### src/design/hbt_pkg.sv
`timescale 1ns / 1ps
package hbt_pkg;

   // Filter word: signed Q8.32
   localparam int VAL_W     = 40;
   localparam int GAIN_W    = 16;
   localparam int DT_W      = 32;
   localparam int PROD_W    = VAL_W + GAIN_W + 1;
   localparam int FRAC_BITS = 32;
   localparam int CSR_IDX_W = 2;

   localparam logic signed [VAL_W-1:0] VAL_MAX = 40'sh7F_FFFF_FFFF;
   localparam logic signed [VAL_W-1:0] VAL_MIN = 40'sh80_0000_0000;

   // Item kinds
   localparam logic ACT_EDGE = 1'b0;
   localparam logic ACT_TICK = 1'b1;

   // Register indexes
   localparam logic [CSR_IDX_W-1:0] CSR_ALPHA = 2'd0;
   localparam logic [CSR_IDX_W-1:0] CSR_BETA  = 2'd1;
   localparam logic [CSR_IDX_W-1:0] CSR_DT    = 2'd2;

   // Hall patterns (A B C) for sectors 0 to 5
   localparam logic [2:0] HALL_S0 = 3'b101;
   localparam logic [2:0] HALL_S1 = 3'b100;
   localparam logic [2:0] HALL_S2 = 3'b110;
   localparam logic [2:0] HALL_S3 = 3'b010;
   localparam logic [2:0] HALL_S4 = 3'b011;
   localparam logic [2:0] HALL_S5 = 3'b001;

   typedef struct packed {
      logic start;  // item accepted this cycle
      logic tick;   // accepted item is a filter tick
      logic take;   // output register can load a result
   } hbt_ctl_type;

   typedef struct packed {
      logic idle;   // ready for the next item
      logic done;   // result available for the output register
   } hbt_stat_type;

   // Clamp a wide signed value to the filter word range
   function automatic logic signed [VAL_W-1:0] sat40(input logic signed [63:0] x);
      logic signed [VAL_W-1:0] r;
      if (x > 64'(VAL_MAX)) begin
         r = VAL_MAX;
      end else if (x < 64'(VAL_MIN)) begin
         r = VAL_MIN;
      end else begin
         r = $signed(x[VAL_W-1:0]);
      end
      return r;
   endfunction

endpackage

### src/design/hall_alpha_beta_rotor_tracker_unit.sv
`timescale 1ns / 1ps
// Hall edge item: straight to the done state. Tick item: steps ERR to POS, then done.
// Done is left once the output register can load; a new item is taken only in idle.
// The tick time is set by the ten steps of the sequencer around one shared 40x17 multiplier.
// An item is accepted while the previous result still waits in the output register.
// Reset (synchronous, active high) clears sector, outputs and rate, loads register defaults.
module hall_alpha_beta_rotor_tracker_unit
   import hbt_pkg::*;
(
   input  logic                 clock,
   input  logic                 reset,
   // input items
   input  logic                 req_tvalid,
   output logic                 req_tready,
   input  logic [7:0]           req_tdata,   // [2:0] hall_bits, [7:3] zero
   input  logic [0:0]           req_tuser,   // [0] action
   // result items
   output logic                 rsp_tvalid,
   input  logic                 rsp_tready,
   output logic [127:0]         rsp_tdata,   // [2:0] sector, [42:3] position,
                                             // [82:43] velocity, [122:83] acceleration,
                                             // [127:123] zero
   // register writes
   input  logic                 csr_we,
   input  logic [CSR_IDX_W-1:0] csr_index,
   input  logic [DT_W-1:0]      csr_wdata
);

   typedef struct packed {
      logic       valid;
      logic [2:0] sector;
   } hall_dec_type;

   // Map a hall pattern to its sector; 000 and 111 are not valid
   function automatic hall_dec_type hall_decode(input logic [2:0] bits);
      hall_dec_type d;
      d.valid  = 1'b1;
      d.sector = 3'd0;
      case (bits)
         HALL_S0: d.sector = 3'd0;
         HALL_S1: d.sector = 3'd1;
         HALL_S2: d.sector = 3'd2;
         HALL_S3: d.sector = 3'd3;
         HALL_S4: d.sector = 3'd4;
         HALL_S5: d.sector = 3'd5;
         default: d.valid  = 1'b0;
      endcase
      return d;
   endfunction

   logic [GAIN_W-1:0] alpha_ff, alpha_in;
   logic [GAIN_W-1:0] beta_ff, beta_in;
   logic [DT_W-1:0]   dt_ff, dt_in;
   logic [2:0]        sector_ff, sector_in;
   logic              rsp_valid_ff, rsp_valid_in;
   logic [127:0]      rsp_data_ff, rsp_data_in;

   hbt_ctl_type  ctl;
   hbt_stat_type stat;
   hall_dec_type hall_dec;
   logic         accept;
   logic         load;

   logic signed [VAL_W-1:0] position_w;
   logic signed [VAL_W-1:0] velocity_w;
   logic signed [VAL_W-1:0] accel_w;

   hbt_core u_core (
      .clock      (clock),
      .reset      (reset),
      .ctl        (ctl),
      .stat       (stat),
      .sector_i   (sector_ff),
      .alpha_i    (alpha_ff),
      .beta_i     (beta_ff),
      .dt_i       (dt_ff),
      .position_o (position_w),
      .velocity_o (velocity_w),
      .accel_o    (accel_w)
   );

   // Take an item whenever the sequencer is idle; the output register decouples rsp side
   assign req_tready = stat.idle;
   assign accept     = req_tvalid & req_tready;
   assign hall_dec   = hall_decode(req_tdata[2:0]);

   assign ctl.start = accept;
   assign ctl.tick  = (req_tuser[0] == ACT_TICK);
   assign ctl.take  = ~rsp_valid_ff | rsp_tready;

   // Load a finished result once the output register is free or being drained
   assign load = stat.done & ctl.take;

   // Register writes; an index beyond the list is dropped
   always_comb begin
      alpha_in = alpha_ff;
      beta_in  = beta_ff;
      dt_in    = dt_ff;
      if (csr_we) begin
         case (csr_index)
            CSR_ALPHA: alpha_in = csr_wdata[GAIN_W-1:0];
            CSR_BETA:  beta_in  = csr_wdata[GAIN_W-1:0];
            CSR_DT:    dt_in    = csr_wdata;
            default:   ;
         endcase
      end
   end

   // Hall edges update the sector at accept; invalid patterns hold it
   always_comb begin
      sector_in = sector_ff;
      if (accept && (req_tuser[0] == ACT_EDGE) && hall_dec.valid) begin
         sector_in = hall_dec.sector;
      end
   end

   always_comb begin
      rsp_valid_in = rsp_valid_ff;
      rsp_data_in  = rsp_data_ff;
      if (load) begin
         rsp_valid_in = 1'b1;
         rsp_data_in  = {5'd0, accel_w, velocity_w, position_w, sector_ff};
      end else if (rsp_tready) begin
         rsp_valid_in = 1'b0;
      end
   end

   always_ff @(posedge clock) begin
      if (reset) begin
         alpha_ff     <= 16'd45875;
         beta_ff      <= 16'd655;
         dt_ff        <= 32'd429497;
         sector_ff    <= 3'd0;
         rsp_valid_ff <= 1'b0;
      end else begin
         alpha_ff     <= alpha_in;
         beta_ff      <= beta_in;
         dt_ff        <= dt_in;
         sector_ff    <= sector_in;
         rsp_valid_ff <= rsp_valid_in;
      end
   end

   always_ff @(posedge clock) begin
      rsp_data_ff <= rsp_data_in;
   end

   assign rsp_tvalid = rsp_valid_ff;
   assign rsp_tdata  = rsp_data_ff;

endmodule

### src/design/hbt_mul.sv
`timescale 1ns / 1ps
module hbt_mul
   import hbt_pkg::*;
(
   input  logic                     clock,
   input  logic signed [VAL_W-1:0]  mul_x,
   input  logic        [GAIN_W-1:0] mul_g,
   output logic signed [PROD_W-1:0] mul_p
);

   logic signed [PROD_W-1:0] prod_ff;
   logic signed [PROD_W-1:0] prod_in;

   // Signed word times unsigned 16-bit factor, registered
   assign prod_in = mul_x * $signed({1'b0, mul_g});

   always_ff @(posedge clock) begin
      prod_ff <= prod_in;
   end

   assign mul_p = prod_ff;

endmodule

### src/design/hbt_core.sv
`timescale 1ns / 1ps
module hbt_core
   import hbt_pkg::*;
(
   input  logic                     clock,
   input  logic                     reset,
   input  hbt_ctl_type              ctl,
   output hbt_stat_type             stat,
   input  logic        [2:0]        sector_i,
   input  logic        [GAIN_W-1:0] alpha_i,
   input  logic        [GAIN_W-1:0] beta_i,
   input  logic        [DT_W-1:0]   dt_i,
   output logic signed [VAL_W-1:0]  position_o,
   output logic signed [VAL_W-1:0]  velocity_o,
   output logic signed [VAL_W-1:0]  accel_o
);

   typedef enum logic [11:0] {
      ST_IDLE = 12'b0000_0000_0001,
      ST_ERR  = 12'b0000_0000_0010,
      ST_MB   = 12'b0000_0000_0100,
      ST_MA   = 12'b0000_0000_1000,
      ST_BLO  = 12'b0000_0001_0000,
      ST_BHI  = 12'b0000_0010_0000,
      ST_RATE = 12'b0000_0100_0000,
      ST_AU   = 12'b0000_1000_0000,
      ST_ALO  = 12'b0001_0000_0000,
      ST_AHI  = 12'b0010_0000_0000,
      ST_POS  = 12'b0100_0000_0000,
      ST_DONE = 12'b1000_0000_0000
   } state_type;

   state_type state_ff, state_in;

   logic signed [VAL_W-1:0] pos_ff, pos_in;
   logic signed [VAL_W-1:0] rate_ff, rate_in;
   logic signed [VAL_W-1:0] vel_ff, vel_in;
   logic signed [VAL_W-1:0] accel_ff, accel_in;
   logic signed [VAL_W-1:0] err_ff, err_in;
   logic signed [VAL_W-1:0] bu_ff, bu_in;
   logic signed [VAL_W-1:0] au_ff, au_in;
   logic signed [VAL_W:0]   ga_ff, ga_in;
   logic signed [VAL_W:0]   acc_ff, acc_in;

   logic signed [VAL_W-1:0]  mul_x;
   logic        [GAIN_W-1:0] mul_g;
   logic signed [PROD_W-1:0] mul_p;
   logic signed [VAL_W:0]    prod_shr;
   logic signed [63:0]       target_w;
   logic signed [63:0]       err_diff;
   logic signed [63:0]       dt_term;
   logic signed [63:0]       rate_sum;
   logic signed [63:0]       au_sum;
   logic signed [63:0]       pos_sum;

   hbt_mul u_mul (
      .clock (clock),
      .mul_x (mul_x),
      .mul_g (mul_g),
      .mul_p (mul_p)
   );

   // Floor of product / 2^16
   assign prod_shr = $signed(mul_p[PROD_W-1:GAIN_W]);
   assign target_w = $signed({61'd0, sector_i}) <<< FRAC_BITS;
   assign err_diff = target_w - 64'(pos_ff);
   // Floor of (high partial + floor(low partial / 2^16)) / 2^16
   assign dt_term  = (64'(mul_p) + 64'(acc_ff)) >>> GAIN_W;
   assign rate_sum = 64'(rate_ff) + dt_term;
   assign au_sum   = 64'(ga_ff) + 64'(rate_ff);
   assign pos_sum  = 64'(pos_ff) + dt_term;

   // Feed the shared multiplier
   always_comb begin
      mul_x = err_ff;
      mul_g = beta_i;
      case (state_ff)
         ST_MB: begin
            mul_x = err_ff;
            mul_g = beta_i;
         end
         ST_MA: begin
            mul_x = err_ff;
            mul_g = alpha_i;
         end
         ST_BLO: begin
            mul_x = bu_ff;
            mul_g = dt_i[GAIN_W-1:0];
         end
         ST_BHI: begin
            mul_x = bu_ff;
            mul_g = dt_i[DT_W-1:GAIN_W];
         end
         ST_ALO: begin
            mul_x = au_ff;
            mul_g = dt_i[GAIN_W-1:0];
         end
         ST_AHI: begin
            mul_x = au_ff;
            mul_g = dt_i[DT_W-1:GAIN_W];
         end
         default: begin
            mul_x = err_ff;
            mul_g = beta_i;
         end
      endcase
   end

   always_comb begin
      state_in = state_ff;
      pos_in   = pos_ff;
      rate_in  = rate_ff;
      vel_in   = vel_ff;
      accel_in = accel_ff;
      err_in   = err_ff;
      bu_in    = bu_ff;
      au_in    = au_ff;
      ga_in    = ga_ff;
      acc_in   = acc_ff;
      case (state_ff)
         ST_IDLE: begin
            if (ctl.start) begin
               state_in = ctl.tick ? ST_ERR : ST_DONE;
            end
         end
         ST_ERR: begin
            err_in   = sat40(err_diff);
            state_in = ST_MB;
         end
         ST_MB: begin
            state_in = ST_MA;
         end
         ST_MA: begin
            bu_in    = sat40(64'(prod_shr));
            state_in = ST_BLO;
         end
         ST_BLO: begin
            ga_in    = prod_shr;
            state_in = ST_BHI;
         end
         ST_BHI: begin
            acc_in   = prod_shr;
            state_in = ST_RATE;
         end
         ST_RATE: begin
            rate_in  = sat40(rate_sum);
            state_in = ST_AU;
         end
         ST_AU: begin
            au_in    = sat40(au_sum);
            state_in = ST_ALO;
         end
         ST_ALO: begin
            state_in = ST_AHI;
         end
         ST_AHI: begin
            acc_in   = prod_shr;
            state_in = ST_POS;
         end
         ST_POS: begin
            pos_in   = sat40(pos_sum);
            vel_in   = au_ff;
            accel_in = bu_ff;
            state_in = ST_DONE;
         end
         ST_DONE: begin
            // hold until the output register has room
            if (ctl.take) begin
               state_in = ST_IDLE;
            end
         end
         default: begin
            state_in = ST_IDLE;
         end
      endcase
   end

   always_ff @(posedge clock) begin
      if (reset) begin
         state_ff <= ST_IDLE;
         pos_ff   <= '0;
         rate_ff  <= '0;
         vel_ff   <= '0;
         accel_ff <= '0;
      end else begin
         state_ff <= state_in;
         pos_ff   <= pos_in;
         rate_ff  <= rate_in;
         vel_ff   <= vel_in;
         accel_ff <= accel_in;
      end
   end

   always_ff @(posedge clock) begin
      err_ff <= err_in;
      bu_ff  <= bu_in;
      au_ff  <= au_in;
      ga_ff  <= ga_in;
      acc_ff <= acc_in;
   end

   assign stat.idle  = (state_ff == ST_IDLE);
   assign stat.done  = (state_ff == ST_DONE);
   assign position_o = pos_ff;
   assign velocity_o = vel_ff;
   assign accel_o    = accel_ff;

   a_start_idle : assert property (@(posedge clock) disable iff (reset)
      ctl.start |-> state_ff == ST_IDLE)
      else $error("item started while sequencer busy");

   a_tick_seq : assert property (@(posedge clock) disable iff (reset)
      (ctl.start && ctl.tick) |=> state_ff == ST_ERR)
      else $error("tick did not enter the filter sequence");

   a_done_take : assert property (@(posedge clock) disable iff (reset)
      (state_ff == ST_DONE && ctl.take) |=> state_ff == ST_IDLE)
      else $error("result not released to output register");

   a_pos_hold : assert property (@(posedge clock) disable iff (reset)
      (state_ff != ST_POS) |=> $stable(pos_ff))
      else $error("position integrator moved outside its update step");

endmodule
### config.mk
export PLATFORM = sky130hd
export DESIGN_NAME = hall_alpha_beta_rotor_tracker_unit
export DESIGN_NICKNAME = d
export VERILOG_FILES = /design/src/design/hbt_pkg.sv /design/src/design/hall_alpha_beta_rotor_tracker_unit.sv /design/src/design/hbt_mul.sv /design/src/design/hbt_core.sv
export SDC_FILE = /design/constraint.sdc
export NUM_CORES = 2
export LEC_CHECK = 0
export BUFFER_PORTS_ARGS = -buffer_cell sky130_fd_sc_hd__buf_4
export CAP_MARGIN = 10
export CORE_ASPECT_RATIO = 0.8
export CORE_UTILIZATION = 30
export CTS_CLUSTER_SIZE = 30
export DETAILED_ROUTE_END_ITERATION = 6
export GPL_ROUTABILITY_DRIVEN = 0
export SLEW_MARGIN = 10
export SYNTH_ARGS = -nofsm -noshare
export SYNTH_HDL_FRONTEND = slang
export SYNTH_HIERARCHICAL = 1
export SYNTH_SLANG_ARGS = --single-unit
### constraint.sdc
create_clock -name clock -period 11.3 [get_ports clock]
set_clock_uncertainty 0.05 [all_clocks]
set_input_delay 1.13 -clock clock [delete_from_list [all_inputs] [get_ports clock]]
set_output_delay 1.13 -clock clock [all_outputs]
set_load 0.01 [all_outputs]
==> metrics.sh <==
RUN_STATUS='finished with violations'
FAILED_CHECKS='design-rule violations'
STAGE_DELAY_OF_THE_SLOWEST_CELL_ON_THE_CRITICAL_PATH_NS=0.82
ANTENNA-DIODE-COUNT=0
ANTENNA_VIOLATIONS_BEFORE_REPAIR=2
MIN_PERIOD_OVER_PERIOD_PCT=89.9
MAXCAPVIOLATIONS=0
MOST-COMMON-LAYOUT-CELLS='sky130_fd_sc_hd__nand2_1, sky130_fd_sc_hd__inv_1, sky130_fd_sc_hd__fa_1, sky130_fd_sc_hd__ha_1, sky130_fd_sc_hd__a21oi_1'
YOSYSSEQAREASHARE_PCT=28.9
GRT_PASS1_WL_MM=242
PRE_CTS_WS_NS=1.36
AVGSYNTHCELLAREA_SQ_UM=9.22
HOLD_CLASS='register to register'
TIMING.SETUP.CRITICAL_PATH_CLASS='register to register'
SETUP_SLACK_OF_THE_CRITICAL_PATH_AFTER_LAYOUT_NS=1.15
YS.WARNINGS.COUNT=6
GR-USAGE-ALL-LAYERS_PCT=16.9
DESIGN.CORE.AREA_SQ_UM=180000
MIN_PERIOD_NS=10.15
FLOORPLAN.DIE.HEIGHT_UM=383
MAX_FREQ_MHz=98.5
MIN_DELAY_STARTPOINT='u_core/accel_o[24]'
SYNTH_SEQ_CELLS=622
CRITICAL_PATH.STARTPOINT_TYPE='register'
CELL_INTERNAL_PWR_mW=8.32
YS_DOMINANT_REG_CELL='sky130_fd_sc_hd__edfxtp_1'
FINISH.NET_COUNT=6886
SYNTH_ASYNC_SR_FLOP_SHARE_PCT=0
RSZ0062_AT_GRT='no'
CRITPATHMAXFANOUT=28
SEQUENTIAL_FRACTION_OF_DESIGN_POWER_PCT=18.3
FINAL_MAX_SLEW_VIOL_COUNT=0
CLOCK_PIN_SLEW_OF_THE_REGISTERS_ON_THE_WORST_CASE_SETUP_AND_HOLD_PATHS_NS=0.07
CTS_MAX_PATH_BUFFERS=3
DRC_ERRORS=8
WORST_PIN_SLEW_NS=1.23
TIMING.REG2REG.SETUP_SLACK_NS=1.15
DIE-AREA_SQ_UM=183000
SHARE_COMB_OF_TOTAL_POWER_PCT=67.0
GRT_PASS1_VIAS=40900
TIMING.REG2REG.WORST_PATH_DEPTH=31
AVG_VIAS_PER_CELL=4.99
TIMING.CRITICAL_PATH.TO_TYPE='register'
DRIVE_ABOVE_1_SHARE_PCT=7.37
IO_PINS=178
LEAKAGE_nW=26.8
POWER.DENSITY_CELL_AREA_nW_PER_UM2=266
TRITONCTS.NUM_BUFFERS=67
TRITONCTS_NUM_SINKS=622
ROUTEDWLPERCELL_UM=18.7
TOTAL_POWER_mW=16.1
CTS-ROOT-BUF='sky130_fd_sc_hd__clkbuf_16'
TIMING.CRITICAL_PATH.SLOWEST_STAGE_CELL='sky130_fd_sc_hd__a21oi_4'
TIMING.CRITICAL_PATH.MODE_CELL='sky130_fd_sc_hd__fa_1'
REQUIRED_NS=11.81
TOTALWIRELENGTH_MM=156
CTS_TREE='built'
DRT-INITIAL-DRC-COUNT=3367
POST_CTS_RESIZE_COUNT=0
START_UTIL_PCT=30.3
DRTPASS1ITERATIONS=7
SYNTH_CELL_TYPE_COUNT=106
REGTOREGENDPOINT='u_core/u_mul/mul_p[55]'
POST-DP-HPWL_MM=121
MOSTFREQUENTLAYOUTCELL='sky130_fd_sc_hd__nand2_1'
HOLDBUFCOUNTCTS=0
SYNTH_EDF_COUNT=325
DETAILROUTE.VIA_COUNT=41700
WORST_R2R_SRC='u_core/state_ff[1]'
LARGEST_NET_DEGREE_AT_THE_START_OF_GLOBAL_ROUTING=108
FINAL_UTIL_PCT=33.6
WORSTPATHARRIVAL_NS=10.67
NUMPORTBUFFERS=167
WORST_SLEW_MARGIN_REL_PCT=17.8
SYNTHCELLS=5895
HOLD-PATH-ENDPOINT='rsp_tdata[107]'
SYN-CELL-AREA_SQ_UM=54400
POWER.SWITCHING_mW=7.75
TOTAL_GRT_OVERFLOW=0
VDD.IR_DROP.WORST_uV=286
DIE_W_UM=478
TIMING.FINAL.SETUP_VIOLATIONS=0
AREA_DELTA_SYNTH_FINAL_PCT=11.0
CTS_HTREE_LEVELS=3
POST_CTS_REPAIR_SETUP_BUFFERS=0
HOLDPATHSTAGES=0
CLKLATENCYLATEPIN_NS=0.68
FIN_WORST_HOLD_SLACK_NS=0.375
FINAL_HOLD_VIOL_COUNT=0
SHARE_CLK_OF_TOTAL_POWER_PCT=14.7
FIN_SETUP_TNS_NS=0
SWSHARE_PCT=48.2
PLACEMENT_ROWS=139
ANT_NETS=0
-- synth_stat cells, types with 12 or more instances --
| library cell | number | share of area (%) |
|---|---|---|
| sky130_fd_sc_hd__a211o_1 | 12 | 0.19 |
| sky130_fd_sc_hd__a211oi_1 | 103 | 1.4 |
| sky130_fd_sc_hd__a21o_1 | 146 | 2.0 |
| sky130_fd_sc_hd__a21oi_1 | 339 | 3.1 |
| sky130_fd_sc_hd__a222oi_1 | 16 | 0.29 |
| sky130_fd_sc_hd__a22oi_1 | 40 | 0.55 |
| sky130_fd_sc_hd__a31oi_1 | 31 | 0.36 |
| sky130_fd_sc_hd__and2_1 | 251 | 2.9 |
| sky130_fd_sc_hd__and3_1 | 28 | 0.32 |
| sky130_fd_sc_hd__buf_2 | 41 | 0.38 |
| sky130_fd_sc_hd__clkbuf_1 | 238 | 1.6 |
| sky130_fd_sc_hd__dfxtp_1 | 297 | 11 |
| sky130_fd_sc_hd__edfxtp_1 | 325 | 18 |
| sky130_fd_sc_hd__fa_1 | 604 | 22 |
| sky130_fd_sc_hd__ha_1 | 331 | 7.6 |
| sky130_fd_sc_hd__inv_1 | 742 | 5.1 |
| sky130_fd_sc_hd__nand2_1 | 1035 | 7.1 |
| sky130_fd_sc_hd__nand2b_1 | 42 | 0.48 |
| sky130_fd_sc_hd__nand3_1 | 42 | 0.39 |
| sky130_fd_sc_hd__nand3b_1 | 34 | 0.47 |
| sky130_fd_sc_hd__nand4_1 | 38 | 0.44 |
| sky130_fd_sc_hd__nor2_1 | 278 | 1.9 |
| sky130_fd_sc_hd__nor2b_1 | 41 | 0.47 |
| sky130_fd_sc_hd__nor3_1 | 47 | 0.43 |
| sky130_fd_sc_hd__nor3b_1 | 14 | 0.19 |
| sky130_fd_sc_hd__nor4_1 | 21 | 0.24 |
| sky130_fd_sc_hd__o211ai_1 | 21 | 0.29 |
| sky130_fd_sc_hd__o21a_1 | 29 | 0.40 |
| sky130_fd_sc_hd__o21ai_0 | 203 | 1.9 |
| sky130_fd_sc_hd__o21ai_1 | 17 | 0.16 |
| sky130_fd_sc_hd__o21ai_2 | 14 | 0.23 |
| sky130_fd_sc_hd__o21bai_1 | 25 | 0.35 |
| sky130_fd_sc_hd__or2_2 | 14 | 0.16 |
| sky130_fd_sc_hd__or3_1 | 14 | 0.16 |
| sky130_fd_sc_hd__xnor2_1 | 145 | 2.3 |
| sky130_fd_sc_hd__xor2_1 | 83 | 1.3 |
-- critical path: cells and delay by family, from the launching register on --
family                   cells  cell delay [ns]
buffers and inverters        5             0.54
XOR/XNOR                     1             0.16
AO/OA/AOI/OAI                9             3.16
adder cells (fa/ha/maj)      7             3.30
AND/OR/NAND/NOR              9             2.41
flip-flops                   1             0.35
-- how the worst max path moves through the flow --
| stage | from | end | depth (start not counted) |
|---|---|---|---|
| after CTS | u_core/state_ff[1] | u_core/u_mul/mul_p[55] | 31 |
| after global routing | u_core/state_ff[1] | u_core/u_mul/mul_p[55] | 31 |
| after global placement | u_core/state_ff[1] | u_core/u_mul/mul_p[55] | 31 |
| final | u_core/state_ff[1] | u_core/u_mul/mul_p[55] | 31 |
| after detailed placement | u_core/state_ff[1] | u_core/u_mul/mul_p[55] | 31 |
| after floorplan | u_core/state_ff[0] | u_core/u_mul/mul_p[54] | 32 |
-- sequential cells by signal, indices dropped and copies added (netlist names), 41 cells and up --
register / cells
rsp_tdata: 123
u_core/u_mul/mul_p: 57
u_core/acc_ff: 41
u_core/ga_ff: 41
-- metrics by stage --
stage / instances / instance area (sq um)
2_1_floorplan: 5899 / 54400
3_3_place_gp: 8231 / 58100
3_5_place_dp: 8231 / 58100
4_1_cts: 8355 / 60400
5_1_grt: 8355 / 60400
6_report: 8355 / 60400
-- kinds of logic (layout without fill, tap and decap cells) --
kind of cell             Yosys count  in the layout  share of synthesized area, %
AND/OR/NAND/NOR                 1949           1949                          16.7
flip-flops                       622            622                          28.9
multiplexers                       7              7                         0.133
buffers and inverters           1043           1102                          7.48
XOR/XNOR                         228            228                          3.67
adder cells (fa/ha/maj)          935            935                          29.9
AO/OA/AOI/OAI                   1110           1110                          13.3
other                              1              5                       0.00690
-- final cells by class --
type,count,area (sq um)
Fill cell,18400,119000
Multi-Input combinational cell,4234,34800
Sequential cell,622,15700
Tap cell,2397,3000
Inverter,742,2790
Clock buffer,88,1850
Timing Repair Buffer,236,1790
Clock inverter,36,474
-- per-layer routing --
layer	routed length, um	track usage, %
met5	9	0
met3	11500	2.89
met1	73500	24.8
met2	67100	25.5
met4	3780	4.26
-- power groups by stage --
stage                     Combinational, mW  Sequential, mW  Clock, mW
after floorplan                        8.24            2.88          0
after global placement                 10.5            2.99          0
after detailed placement               10.6            2.99          0
after CTS                              10.7            2.94       2.41
after global routing                   12.0            2.96       2.50
final                                  10.8            2.94       2.36
Note: power is estimated with default switching activity, not from simulation.
